## src/sv/blh_pkg.sv

```systemverilog
// shared constants, request codes and structs for the burst length histogram
package blh_pkg;

  localparam int NUM_BINS    = 64;
  localparam int BIN_W       = $clog2(NUM_BINS);
  localparam int COUNT_W     = 32;
  localparam int TIME_W      = 32;
  localparam int REQ_W       = 2;

  localparam logic [TIME_W-1:0] GAP_THRESHOLD_RESET = TIME_W'(50);
  localparam logic [BIN_W-1:0]  LAST_BIN            = BIN_W'(NUM_BINS - 1);
  localparam logic [COUNT_W-1:0] COUNT_MAX          = {COUNT_W{1'b1}};

  localparam logic [REQ_W-1:0] REQ_SAMPLE = 2'd0;
  localparam logic [REQ_W-1:0] REQ_READ   = 2'd1;
  localparam logic [REQ_W-1:0] REQ_FLUSH  = 2'd2;

  // histogram access issued with a request
  typedef struct packed {
    logic             rd;
    logic             inc;
    logic [BIN_W-1:0] addr;
  } hist_op_t;

  // per-request fields settled by the control stage
  typedef struct packed {
    logic             burst_closed;
    logic [BIN_W-1:0] closed_length;
    logic [BIN_W-1:0] longest_burst;
    logic [BIN_W-1:0] open_length;
    logic             length_overflow;
  } ctrl_res_t;

endpackage

```

## src/sv/blh_ctrl.sv

```systemverilog
// burst tracking: gap compare, run length, longest burst and overflow flag
module blh_ctrl (
  input  logic                          clk,
  input  logic                          rst,
  input  logic                          cfg_we,
  input  logic [blh_pkg::TIME_W-1:0]    cfg_wdata,
  input  logic                          accept,
  input  logic [blh_pkg::REQ_W-1:0]     req_type,
  input  logic [blh_pkg::TIME_W-1:0]    sample_time,
  input  logic                          spike_flag,
  input  logic [blh_pkg::BIN_W-1:0]     bin_index,
  output blh_pkg::hist_op_t             op,
  output blh_pkg::ctrl_res_t            res
);

  logic [blh_pkg::TIME_W-1:0] gap_threshold;
  logic [blh_pkg::TIME_W-1:0] last_spike_stamp;
  logic [blh_pkg::BIN_W-1:0]  run_length;
  logic [blh_pkg::BIN_W-1:0]  longest_seen;
  logic                       overflow_seen;

  logic [blh_pkg::BIN_W-1:0]  run_length_next;
  logic [blh_pkg::BIN_W-1:0]  longest_seen_next;
  logic                       overflow_seen_next;
  logic [blh_pkg::TIME_W-1:0] gap;
  logic                       is_spike;
  logic                       is_flush;
  logic                       open;
  logic                       close;

  assign is_spike = (req_type == blh_pkg::REQ_SAMPLE) && spike_flag;
  assign is_flush = (req_type == blh_pkg::REQ_FLUSH);
  assign open     = (run_length != '0);
  // wraps modulo the stamp width
  assign gap      = sample_time - last_spike_stamp;
  assign close    = open && ((is_spike && (gap > gap_threshold)) || is_flush);

  always_comb begin
    run_length_next    = run_length;
    overflow_seen_next = overflow_seen;
    longest_seen_next  = longest_seen;
    if (is_spike) begin
      if (!open || close) begin
        run_length_next = blh_pkg::BIN_W'(1);
      end else if (run_length >= blh_pkg::LAST_BIN) begin
        run_length_next    = blh_pkg::LAST_BIN;
        overflow_seen_next = 1'b1;
      end else begin
        run_length_next = run_length + blh_pkg::BIN_W'(1);
      end
    end else if (close) begin
      run_length_next = '0;
    end
    if (close && (run_length > longest_seen)) begin
      longest_seen_next = run_length;
    end
  end

  always_comb begin
    op.rd   = (req_type == blh_pkg::REQ_READ);
    op.inc  = close;
    op.addr = close ? run_length : bin_index;

    res.burst_closed    = close;
    res.closed_length   = close ? run_length : '0;
    res.longest_burst   = longest_seen_next;
    res.open_length     = run_length_next;
    res.length_overflow = overflow_seen_next;
  end

  always_ff @(posedge clk) begin
    if (rst) begin
      gap_threshold    <= blh_pkg::GAP_THRESHOLD_RESET;
      last_spike_stamp <= '0;
      run_length       <= '0;
      longest_seen     <= '0;
      overflow_seen    <= 1'b0;
    end else begin
      if (cfg_we) begin
        gap_threshold <= cfg_wdata;
      end
      if (accept) begin
        run_length    <= run_length_next;
        longest_seen  <= longest_seen_next;
        overflow_seen <= overflow_seen_next;
        if (is_spike) begin
          last_spike_stamp <= sample_time;
        end
      end
    end
  end

endmodule

```

## src/sv/blh_hist.sv

```systemverilog
// histogram memory: registered read, saturating increment, write-back forwarding
module blh_hist (
  input  logic                          clk,
  input  logic                          rst,
  input  logic                          accept,
  input  blh_pkg::hist_op_t             op,
  input  logic                          s1_go,
  output logic [blh_pkg::COUNT_W-1:0]   count
);

  logic [blh_pkg::COUNT_W-1:0] mem [blh_pkg::NUM_BINS];
  logic [blh_pkg::NUM_BINS-1:0] bin_valid;

  blh_pkg::hist_op_t            s1_op;
  logic [blh_pkg::COUNT_W-1:0]  rd_data;
  logic                         rd_hit;

  logic                         fwd_valid;
  logic [blh_pkg::BIN_W-1:0]    fwd_addr;
  logic [blh_pkg::COUNT_W-1:0]  fwd_data;

  logic [blh_pkg::COUNT_W-1:0]  base;
  logic [blh_pkg::COUNT_W-1:0]  inc_val;
  logic                         wr_en;

  always_ff @(posedge clk) begin
    if (accept) begin
      rd_data <= mem[op.addr];
      rd_hit  <= bin_valid[op.addr];
      s1_op   <= op;
    end
  end

  // last write-back covers a read issued on the same edge
  always_comb begin
    if (fwd_valid && (fwd_addr == s1_op.addr)) begin
      base = fwd_data;
    end else if (rd_hit) begin
      base = rd_data;
    end else begin
      base = '0;
    end
    inc_val = (base == blh_pkg::COUNT_MAX) ? base : base + blh_pkg::COUNT_W'(1);
    if (s1_op.inc) begin
      count = inc_val;
    end else if (s1_op.rd) begin
      count = base;
    end else begin
      count = '0;
    end
  end

  assign wr_en = s1_go && s1_op.inc;

  always_ff @(posedge clk) begin
    if (wr_en) begin
      mem[s1_op.addr] <= inc_val;
    end
  end

  always_ff @(posedge clk) begin
    if (rst) begin
      bin_valid <= '0;
      fwd_valid <= 1'b0;
    end else if (wr_en) begin
      bin_valid[s1_op.addr] <= 1'b1;
      fwd_valid             <= 1'b1;
    end
  end

  always_ff @(posedge clk) begin
    if (wr_en) begin
      fwd_addr <= s1_op.addr;
      fwd_data <= inc_val;
    end
  end

endmodule

```

## src/sv/burst_length_histogram.sv

```systemverilog
// burst length histogram of a spike train, top level with output register
// pipeline: an accepted request is held in the first stage with its memory read, and
// moves on to the output register once that register is free
// throughput: one request per cycle; the memory is read on accept and written back when
// the request leaves the first stage, with the last write forwarded to the next read;
// input stalls only while both stages hold requests and m_tready is low
// reset: rst clears run state, longest burst, overflow flag and all bin valid
// bits at once, so the histogram reads as zero; the gap threshold returns to 50
module burst_length_histogram (
  input  logic        clk,
  input  logic        rst,
  input  logic        cfg_we,
  input  logic [31:0] cfg_wdata,
  input  logic        s_tvalid,
  output logic        s_tready,
  input  logic [39:0] s_tdata,  // sample_time[31:0], spike_flag[32], bin_index[38:33]
  input  logic [1:0]  s_tuser,  // req_type[1:0]
  output logic        m_tvalid,
  input  logic        m_tready,
  output logic [55:0] m_tdata,  // closed_length[5:0], bin_count[37:6], longest_burst[43:38],
                                // open_length[49:44], length_overflow[50]
  output logic        m_tuser   // burst_closed
);

  blh_pkg::hist_op_t             op;
  blh_pkg::ctrl_res_t            ctrl_res;
  blh_pkg::ctrl_res_t            s1_res;
  blh_pkg::ctrl_res_t            out_res;
  logic [blh_pkg::COUNT_W-1:0]   count;
  logic [blh_pkg::COUNT_W-1:0]   out_count;
  logic                          s1_valid;
  logic                          out_go;
  logic                          s1_go;
  logic                          accept;

  assign out_go   = !m_tvalid || m_tready;
  assign s1_go    = s1_valid && out_go;
  assign s_tready = !s1_valid || out_go;
  assign accept   = s_tvalid && s_tready;

  blh_ctrl u_ctrl (
    .clk         (clk),
    .rst         (rst),
    .cfg_we      (cfg_we),
    .cfg_wdata   (cfg_wdata),
    .accept      (accept),
    .req_type    (s_tuser),
    .sample_time (s_tdata[31:0]),
    .spike_flag  (s_tdata[32]),
    .bin_index   (s_tdata[38:33]),
    .op          (op),
    .res         (ctrl_res)
  );

  blh_hist u_hist (
    .clk    (clk),
    .rst    (rst),
    .accept (accept),
    .op     (op),
    .s1_go  (s1_go),
    .count  (count)
  );

  always_ff @(posedge clk) begin
    if (rst) begin
      s1_valid <= 1'b0;
      m_tvalid <= 1'b0;
    end else begin
      if (s_tready) begin
        s1_valid <= s_tvalid;
      end
      if (out_go) begin
        m_tvalid <= s1_valid;
      end
    end
  end

  always_ff @(posedge clk) begin
    if (accept) begin
      s1_res <= ctrl_res;
    end
    if (s1_go) begin
      out_res   <= s1_res;
      out_count <= count;
    end
  end

  assign m_tuser = out_res.burst_closed;
  assign m_tdata = {5'd0, out_res.length_overflow, out_res.open_length,
                    out_res.longest_burst, out_count, out_res.closed_length};

endmodule
```

## config.mk

```make
export PLATFORM = sky130hd
export DESIGN_NAME = burst_length_histogram
export DESIGN_NICKNAME = d
export VERILOG_FILES = /design/src/sv/blh_pkg.sv /design/src/sv/blh_ctrl.sv /design/src/sv/blh_hist.sv /design/src/sv/burst_length_histogram.sv
export SDC_FILE = /design/constraint.sdc
export NUM_CORES = 2
export LEC_CHECK = 0
export BUFFER_PORTS_ARGS = -buffer_cell sky130_fd_sc_hd__buf_2
export CAP_MARGIN = 20
export CELL_PAD_IN_SITES_DETAIL_PLACEMENT = 1
export CELL_PAD_IN_SITES_GLOBAL_PLACEMENT = 1
export CORE_ASPECT_RATIO = 1.2
export CORE_MARGIN = 2
export CORE_UTILIZATION = 40
export DETAILED_ROUTE_END_ITERATION = 12
export GPL_ROUTABILITY_DRIVEN = 1
export HOLD_SLACK_MARGIN = 0.03
export PLACE_DENSITY_LB_ADDON = 0.2
export SYNTH_ARGS = -nofsm -noshare
export SYNTH_HDL_FRONTEND = slang
export SYNTH_HIERARCHICAL = 1
export SYNTH_SLANG_ARGS = --single-unit
```

## constraint.sdc

```tcl
create_clock -name clk -period 21.7 [get_ports clk]
set_clock_uncertainty 0.05 [all_clocks]
set_input_delay 2.17 -clock clk [delete_from_list [all_inputs] [get_ports clk]]
set_output_delay 2.17 -clock clk [all_outputs]
set_load 0.01 [all_outputs]
```

## Word-level counts from Yosys, hierarchy flattened

Memories as Yosys holds them, arrays and structs flattened. A register that Yosys moved wholly into a read port is not among the register bits.
Index checks and enable logic that the tools add are counted.

- Bits of input ports: 79
- Memories kept: 1
- Output and inout bits: 59
- Bits in registers: 262
- RAM bits: 2048

Memory list:

| memory | words | width | read ports | clocked after Yosys merged registers in | write ports | line | source |
|---|---|---|---|---|---|---|---|
| u_hist.mem | 64 | 32 | 1 | 1 | 1 | blh_hist.sv:11 | `logic [blh_pkg::COUNT_W-1:0] mem [blh_pkg::NUM_BINS];` |

- Bitwise operators: 1
- Reductions and logical operators: 19
- Muxes and demuxes: 20
- Add/sub/neg operators: 3
- Equal/unequal tests: 4
- Order comparisons: 6

Operators by type and width:

| operator | number |
|---|---|
| $mux 32 | 5 |
| $or 64x64->64 | 1 |
| $mux 6 | 6 |
| $add 32x1->32 const B | 1 |
| $eq 32x32->1 const B | 1 |
| $gt 32x32->1 | 1 |
| $sub 32x32->32 | 1 |
| $lt 6x7->1 const B | 2 |
| $logic_and 1x1->1 | 9 |
| $mux 1 | 7 |
| $add 6x1->6 const B | 1 |
| $bmux 1 s6 | 1 |
| $demux 1 s6 | 1 |
| $eq 6x6->1 | 1 |
| $ge 6x1->1 const B | 1 |
| $ge 6x6->1 const B | 1 |
| $gt 6x6->1 | 1 |
| $reduce_bool 6->1 | 1 |
| $logic_or 1x1->1 | 4 |
| $logic_not 1->1 | 3 |
| $eq 2x1->1 const B | 1 |
| $eq 2x2->1 const B | 1 |
| $logic_not 2->1 | 1 |
| $reduce_and 2->1 | 1 |

## Logic depth before layout (Yosys ltp)

- Depth after elaboration: 8
- Mapped depth: 29
- Depth with buffers taken out: 26

## Cells and area by module

The synthesis kept the hierarchy.

By module, submodules not included:

| module | instances | seq. area each (sq um) | cells an instance | area each (sq um) |
|---|---|---|---|---|
| blh_hist | 1 | 65172.5 | 3655 | 84671.2 |
| blh_ctrl | 1 | 1541.5 | 755 | 5935.7 |
| burst_length_histogram | 1 | 2202.1 | 88 | 2307.2 |

## Least setup slack after synthesis

No wires, ideal clock.

- Path kind: input port to flip-flop
- Start: in s_tdata[9]
- End: reg u_hist/rd_data[0] (netlist name) (read register of u_hist.mem), data pin
- Setup slack: 13.109 ns
- Arrival time: 8.269 ns
- Data required time: 21.378 ns
- Setup time: 0.272 ns
- Cell stages on the path: 25
- Cells stage by stage: ha_1 buf_6 and3_1 a22o_2 a22o_1 nor4_2 o211ai_2 a31oi_2 o31ai_2 xor2_1 ha_1 and4_1 nand2_1 nor3_1 nand2_1 a31oi_1 o21ai_4 a21oi_2 mux2_1 clkbuf_1 clkbuf_1 buf_1 mux4_2 mux4_2 mux4_2

RTL lines:

| what | line | source |
|---|---|---|
| from (decl) | burst_length_histogram.sv:16 | `input logic [39:0] s_tdata,` |
| to (decl) | blh_hist.sv:15 | `logic [blh_pkg::COUNT_W-1:0] rd_data;` |

==> impl_summary.md <==
Synth
The average footprint of a synthesized cell is 20.7 µm². The most used flip-flop cell after synthesis is sky130_fd_sc_hd__edfxtp_1. After synthesis, the largest area contributor takes up 71.1% of total cell area. The portion of the post-synthesis area used by sequential elements is 74.2%. The area of the mapped netlist is 0.0929 mm².

After synthesis, the netlist uses 97 different library cells. The register bit total from synthesis is 2,343. Sorting the synthesized cells by area gives the leading types as sky130_fd_sc_hd__edfxtp_1, sky130_fd_sc_hd__mux4_2, sky130_fd_sc_hd__dfxtp_1, sky130_fd_sc_hd__nor2_1, sky130_fd_sc_hd__ha_1. Of all flip-flops after synthesis, the portion carrying an async set or reset was 0%. The cell type with the highest aggregate area in the netlist is sky130_fd_sc_hd__edfxtp_1. The synthesized netlist cell count is 4,498. The number of flops mapped to enable cells by yosys is 2,199.

The yosys synthesis warning count is 6.

Place
Routability-driven placement finished with a final weighted congestion of 0.862. Input and output buffers added on the ports amount to 131. The total half-perimeter wirelength after legalization and detailed placement is 137,000 µm.

Clock network
The number of H-tree levels is 4. The count of buffers added by post-CTS timing repair for setup is 0. TritonCTS built the clock tree. Clock-pin slew was measured on the worst setup and hold paths at 0.06 ns. The number of buffers on the longest clock path is 4. Clock latency on the worst-skew pair, taken at its later pin, is 0.86 ns.

The quantity of hold-fixing buffers added after cts is 0. The root buffer cell is sky130_fd_sc_hd__clkbuf_16. The number of clock buffers inserted by TritonCTS is 231. Once the clock tree was built, the resizer swapped 0 gates to a different size.

The clock sink count is 2,343.

Detailed routing
After detailed routing, the number of remaining DRC violations is 0. The ratio of routed vias to standard cells is 5.70. The post-route antenna net violation count is 0.

After detailed routing, the average wire length per cell comes to 29.7 µm. The detailed router's first-iteration violation count is 3,882. The via count of the routed design is 45,489. The first TritonRoute pass finished after 7 iterations. The routed wire length is 237,000 µm.

Die
The chip width is 444 µm. The region available for standard cell placement spans 0.231 mm². 138 I/O pins were placed. The effective utilization at floorplan is 40.3%. The vertical extent of the die is 532 µm. The die area is 0.236 mm². The total number of placement rows is 193.

Timing
The normalized max-slew margin is 18.7%. The number of slew-limit violations in the final report was 0. Setup violations remaining at the end of the flow were counted as 0. Setup repair after global routing left no endpoint under its margin. For this run, the top clock speed supported by timing is 83.0 MHz. The final-report hold violation count is 0. The worst hold margin is 0.371 ns. The ratio of final minimum period to clock period is 55.5%. Adding up every negative setup slack in the final design gives 0 ns. The measured slew at the worst slew-check pin is 1.22 ns. The worst path needs 12.04 ns of the cycle, external delays included.

Setup path
The type of element launching the critical path is an input port. For the worst setup path, the data required time is 22.23 ns. The maximum fanout along the worst path is 137.

For the worst setup path, the data arrival time is 12.58 ns. The worst setup path is captured at a register. The type of the worst setup path is in -> reg.

Layout
Cells with a size suffix above 1 make up 29.0% of the layout. The synthesis-to-finish area growth is 13.8%. At the end of the flow, the number of nets in the layout was 4,915.

Job
The total of max-cap violations is 0.

Power and ir drop
The power density over cell area is 89.9 mW/mm². The leakage power is 33.5 nW. The maximum vdd ir drop is 0.0635 mV.

GRT
The number of global-route vias before repair was 48,548. The initial antenna violation count is 10. For this run the aggregate overflow at the end of global routing stands at 0. Global routing used 20.0% of the available tracks across all layers.

The first global-routing pass estimated 345,000 µm of wire. The maximum number of pins on one net before global-route repair is 138.

Min path
In this run the worst hold path is classified as reg -> reg.

Outcome
The flow ran to the end, and the final reports show no timing, DRC or antenna violations.
==> Yosys cell counts (47+ instances only) <==
| library cell | number |
|---|---|
| sky130_fd_sc_hd__edfxtp_1 | 2199 |
| sky130_fd_sc_hd__nor2_1 | 244 |
| sky130_fd_sc_hd__ha_1 | 71 |
| sky130_fd_sc_hd__nand2_1 | 156 |
| sky130_fd_sc_hd__mux4_2 | 689 |
| sky130_fd_sc_hd__clkbuf_1 | 155 |
| sky130_fd_sc_hd__inv_1 | 93 |
| sky130_fd_sc_hd__a21oi_1 | 98 |
| sky130_fd_sc_hd__nand3_1 | 52 |
| sky130_fd_sc_hd__mux2i_1 | 47 |
| sky130_fd_sc_hd__dfxtp_1 | 144 |
| sky130_fd_sc_hd__buf_1 | 60 |
==> final timing paths <==
check | cells after the start | slack [ns] | from | endpoint
min reg2reg | 0 | 0.37 | s1_res[14] | m_tdata[1]
max reg2reg | 25 | 10.71 | u_ctrl/last_spike_stamp[9] | u_hist/rd_data[28]
min | 0 | 0.37 | s1_res[14] | m_tdata[1]
max | 25 | 9.66 | s_tdata[9] | u_hist/rd_data[28]
==> registers in the layout (all words and copies together), names as in the netlist <==
register	count
u_hist/fwd_addr	6
u_hist/rd_hit	1
s1_res	20
m_tvalid	1
u_ctrl/gap_threshold	32
u_hist/mem	2048
m_tdata	19
u_hist/rd_data	32
out_count	32
m_tuser	1
u_ctrl/last_spike_stamp	32
u_hist/s1_op	8
u_ctrl/run_length	6
u_ctrl/overflow_seen	1
u_hist/bin_valid	64
u_hist/fwd_data	32
u_hist/fwd_valid	1
u_ctrl/longest_seen	6
s1_valid	1
==> critical path: stages <==
cell	delay [ns]
sky130_fd_sc_hd__buf_2	0.11
sky130_fd_sc_hd__ha_1	0.43
sky130_fd_sc_hd__nand4_1	0.23
sky130_fd_sc_hd__or4_1	0.57
sky130_fd_sc_hd__a211oi_2	0.35
sky130_fd_sc_hd__nor4_2	0.12
sky130_fd_sc_hd__o211ai_2	0.22
sky130_fd_sc_hd__a31oi_2	0.16
sky130_fd_sc_hd__o31ai_2	0.23
sky130_fd_sc_hd__xor2_1	0.11
sky130_fd_sc_hd__ha_1	0.30
sky130_fd_sc_hd__and4_1	0.21
sky130_fd_sc_hd__nand2_1	0.08
sky130_fd_sc_hd__nor3_1	0.64
sky130_fd_sc_hd__o21ai_0	0.34
sky130_fd_sc_hd__o311ai_1	0.34
sky130_fd_sc_hd__o21ai_4	0.32
sky130_fd_sc_hd__a21oi_2	0.86
sky130_fd_sc_hd__mux2_8	0.74
sky130_fd_sc_hd__buf_4	0.75
sky130_fd_sc_hd__buf_4	0.77
sky130_fd_sc_hd__buf_12	0.60
sky130_fd_sc_hd__mux4_2	0.45
sky130_fd_sc_hd__mux4_2	0.59
sky130_fd_sc_hd__mux4_2	0.54
==> cell type report <==
| class | count | area, µm² |
|---|---|---|
| Tap cell | 3022 | 3780 |
| Fill cell | 21040 | 125000 |
| Sequential cell | 2343 | 68900 |
| Clock inverter | 120 | 1110 |
| Antenna cell | 4 | 10.0 |
| Inverter | 93 | 349 |
| Timing Repair Buffer | 270 | 1860 |
| Clock buffer | 301 | 6250 |
| Multi-Input combinational cell | 1825 | 23400 |
==> metrics by stage <==
stage | util (%) | power [mW] | worst slack (ns) | cells | cell area [µm²]
2_1_floorplan | - | 5.46 | 13.11 | 4502 | 92900
3_3_place_gp | 42.6 | 5.65 | 8.48 | 7545 | 98200
3_5_place_dp | 42.6 | 5.66 | 8.59 | 7546 | 98200
4_1_cts | 45.8 | 9.60 | 9.48 | 7967 | 106000
5_1_grt | 45.8 | 9.78 | 9.13 | 7976 | 106000
6_report | 45.8 | 9.50 | 9.66 | 7978 | 106000
==> routing by layer <==
metal  track usage [%]  up-vias  wire length, µm
li1                  -    19129                -
met1              26.6    24825            98300
met2              35.2     1212           123000
met3              2.37      323            10700
met4              4.46        0             5020
met5                 0        -                0
==> cells in the final DEF (no fill, tap or decap), types with 24 or more instances in the layout <==
cell / netlist / routed
sky130_fd_sc_hd__edfxtp_1: 2199 / 2199
sky130_fd_sc_hd__mux4_2: 689 / 689
sky130_fd_sc_hd__clkbuf_16: 0 / 236
sky130_fd_sc_hd__nor2_1: 244 / 176
sky130_fd_sc_hd__nand2_1: 156 / 156
sky130_fd_sc_hd__dfxtp_1: 144 / 144
sky130_fd_sc_hd__buf_2: 11 / 130
sky130_fd_sc_hd__buf_4: 10 / 127
sky130_fd_sc_hd__inv_1: 93 / 93
sky130_fd_sc_hd__a21oi_1: 98 / 93
sky130_fd_sc_hd__ha_1: 71 / 71
sky130_fd_sc_hd__nor2_4: 1 / 68
sky130_fd_sc_hd__clkbuf_1: 155 / 55
sky130_fd_sc_hd__nand3_1: 52 / 52
sky130_fd_sc_hd__o21ai_0: 46 / 46
sky130_fd_sc_hd__mux2i_1: 47 / 46
sky130_fd_sc_hd__clkinv_1: 0 / 45
sky130_fd_sc_hd__clkinv_2: 0 / 37
sky130_fd_sc_hd__nand4_1: 28 / 28
sky130_fd_sc_hd__and3_1: 28 / 28
sky130_fd_sc_hd__xnor2_1: 31 / 27
sky130_fd_sc_hd__nor3_1: 24 / 24
==> power by group <==
| part | internal [mW] | switching (mW) | total, mW |
|---|---|---|---|
| Clock | 2.26 | 1.69 | 3.95 |
| Combinational | 0.223 | 0.328 | 0.551 |
| Sequential | 4.98 | 0.0218 | 5.00 |
| Total | 7.46 | 2.04 | 9.50 |
==> cell families after synthesis <==
kind of cell / share of synthesized area [%]
AO/OA/AOI/OAI: 2.56
XOR/XNOR: 0.404
adder cells (fa/ha/maj): 0.978
buffers and inverters: 1.44
flip-flops: 74.2
multiplexers: 17.4
other: 0.00404
AND/OR/NAND/NOR: 3.08
Note: power is estimated with default switching activity, not from simulation.
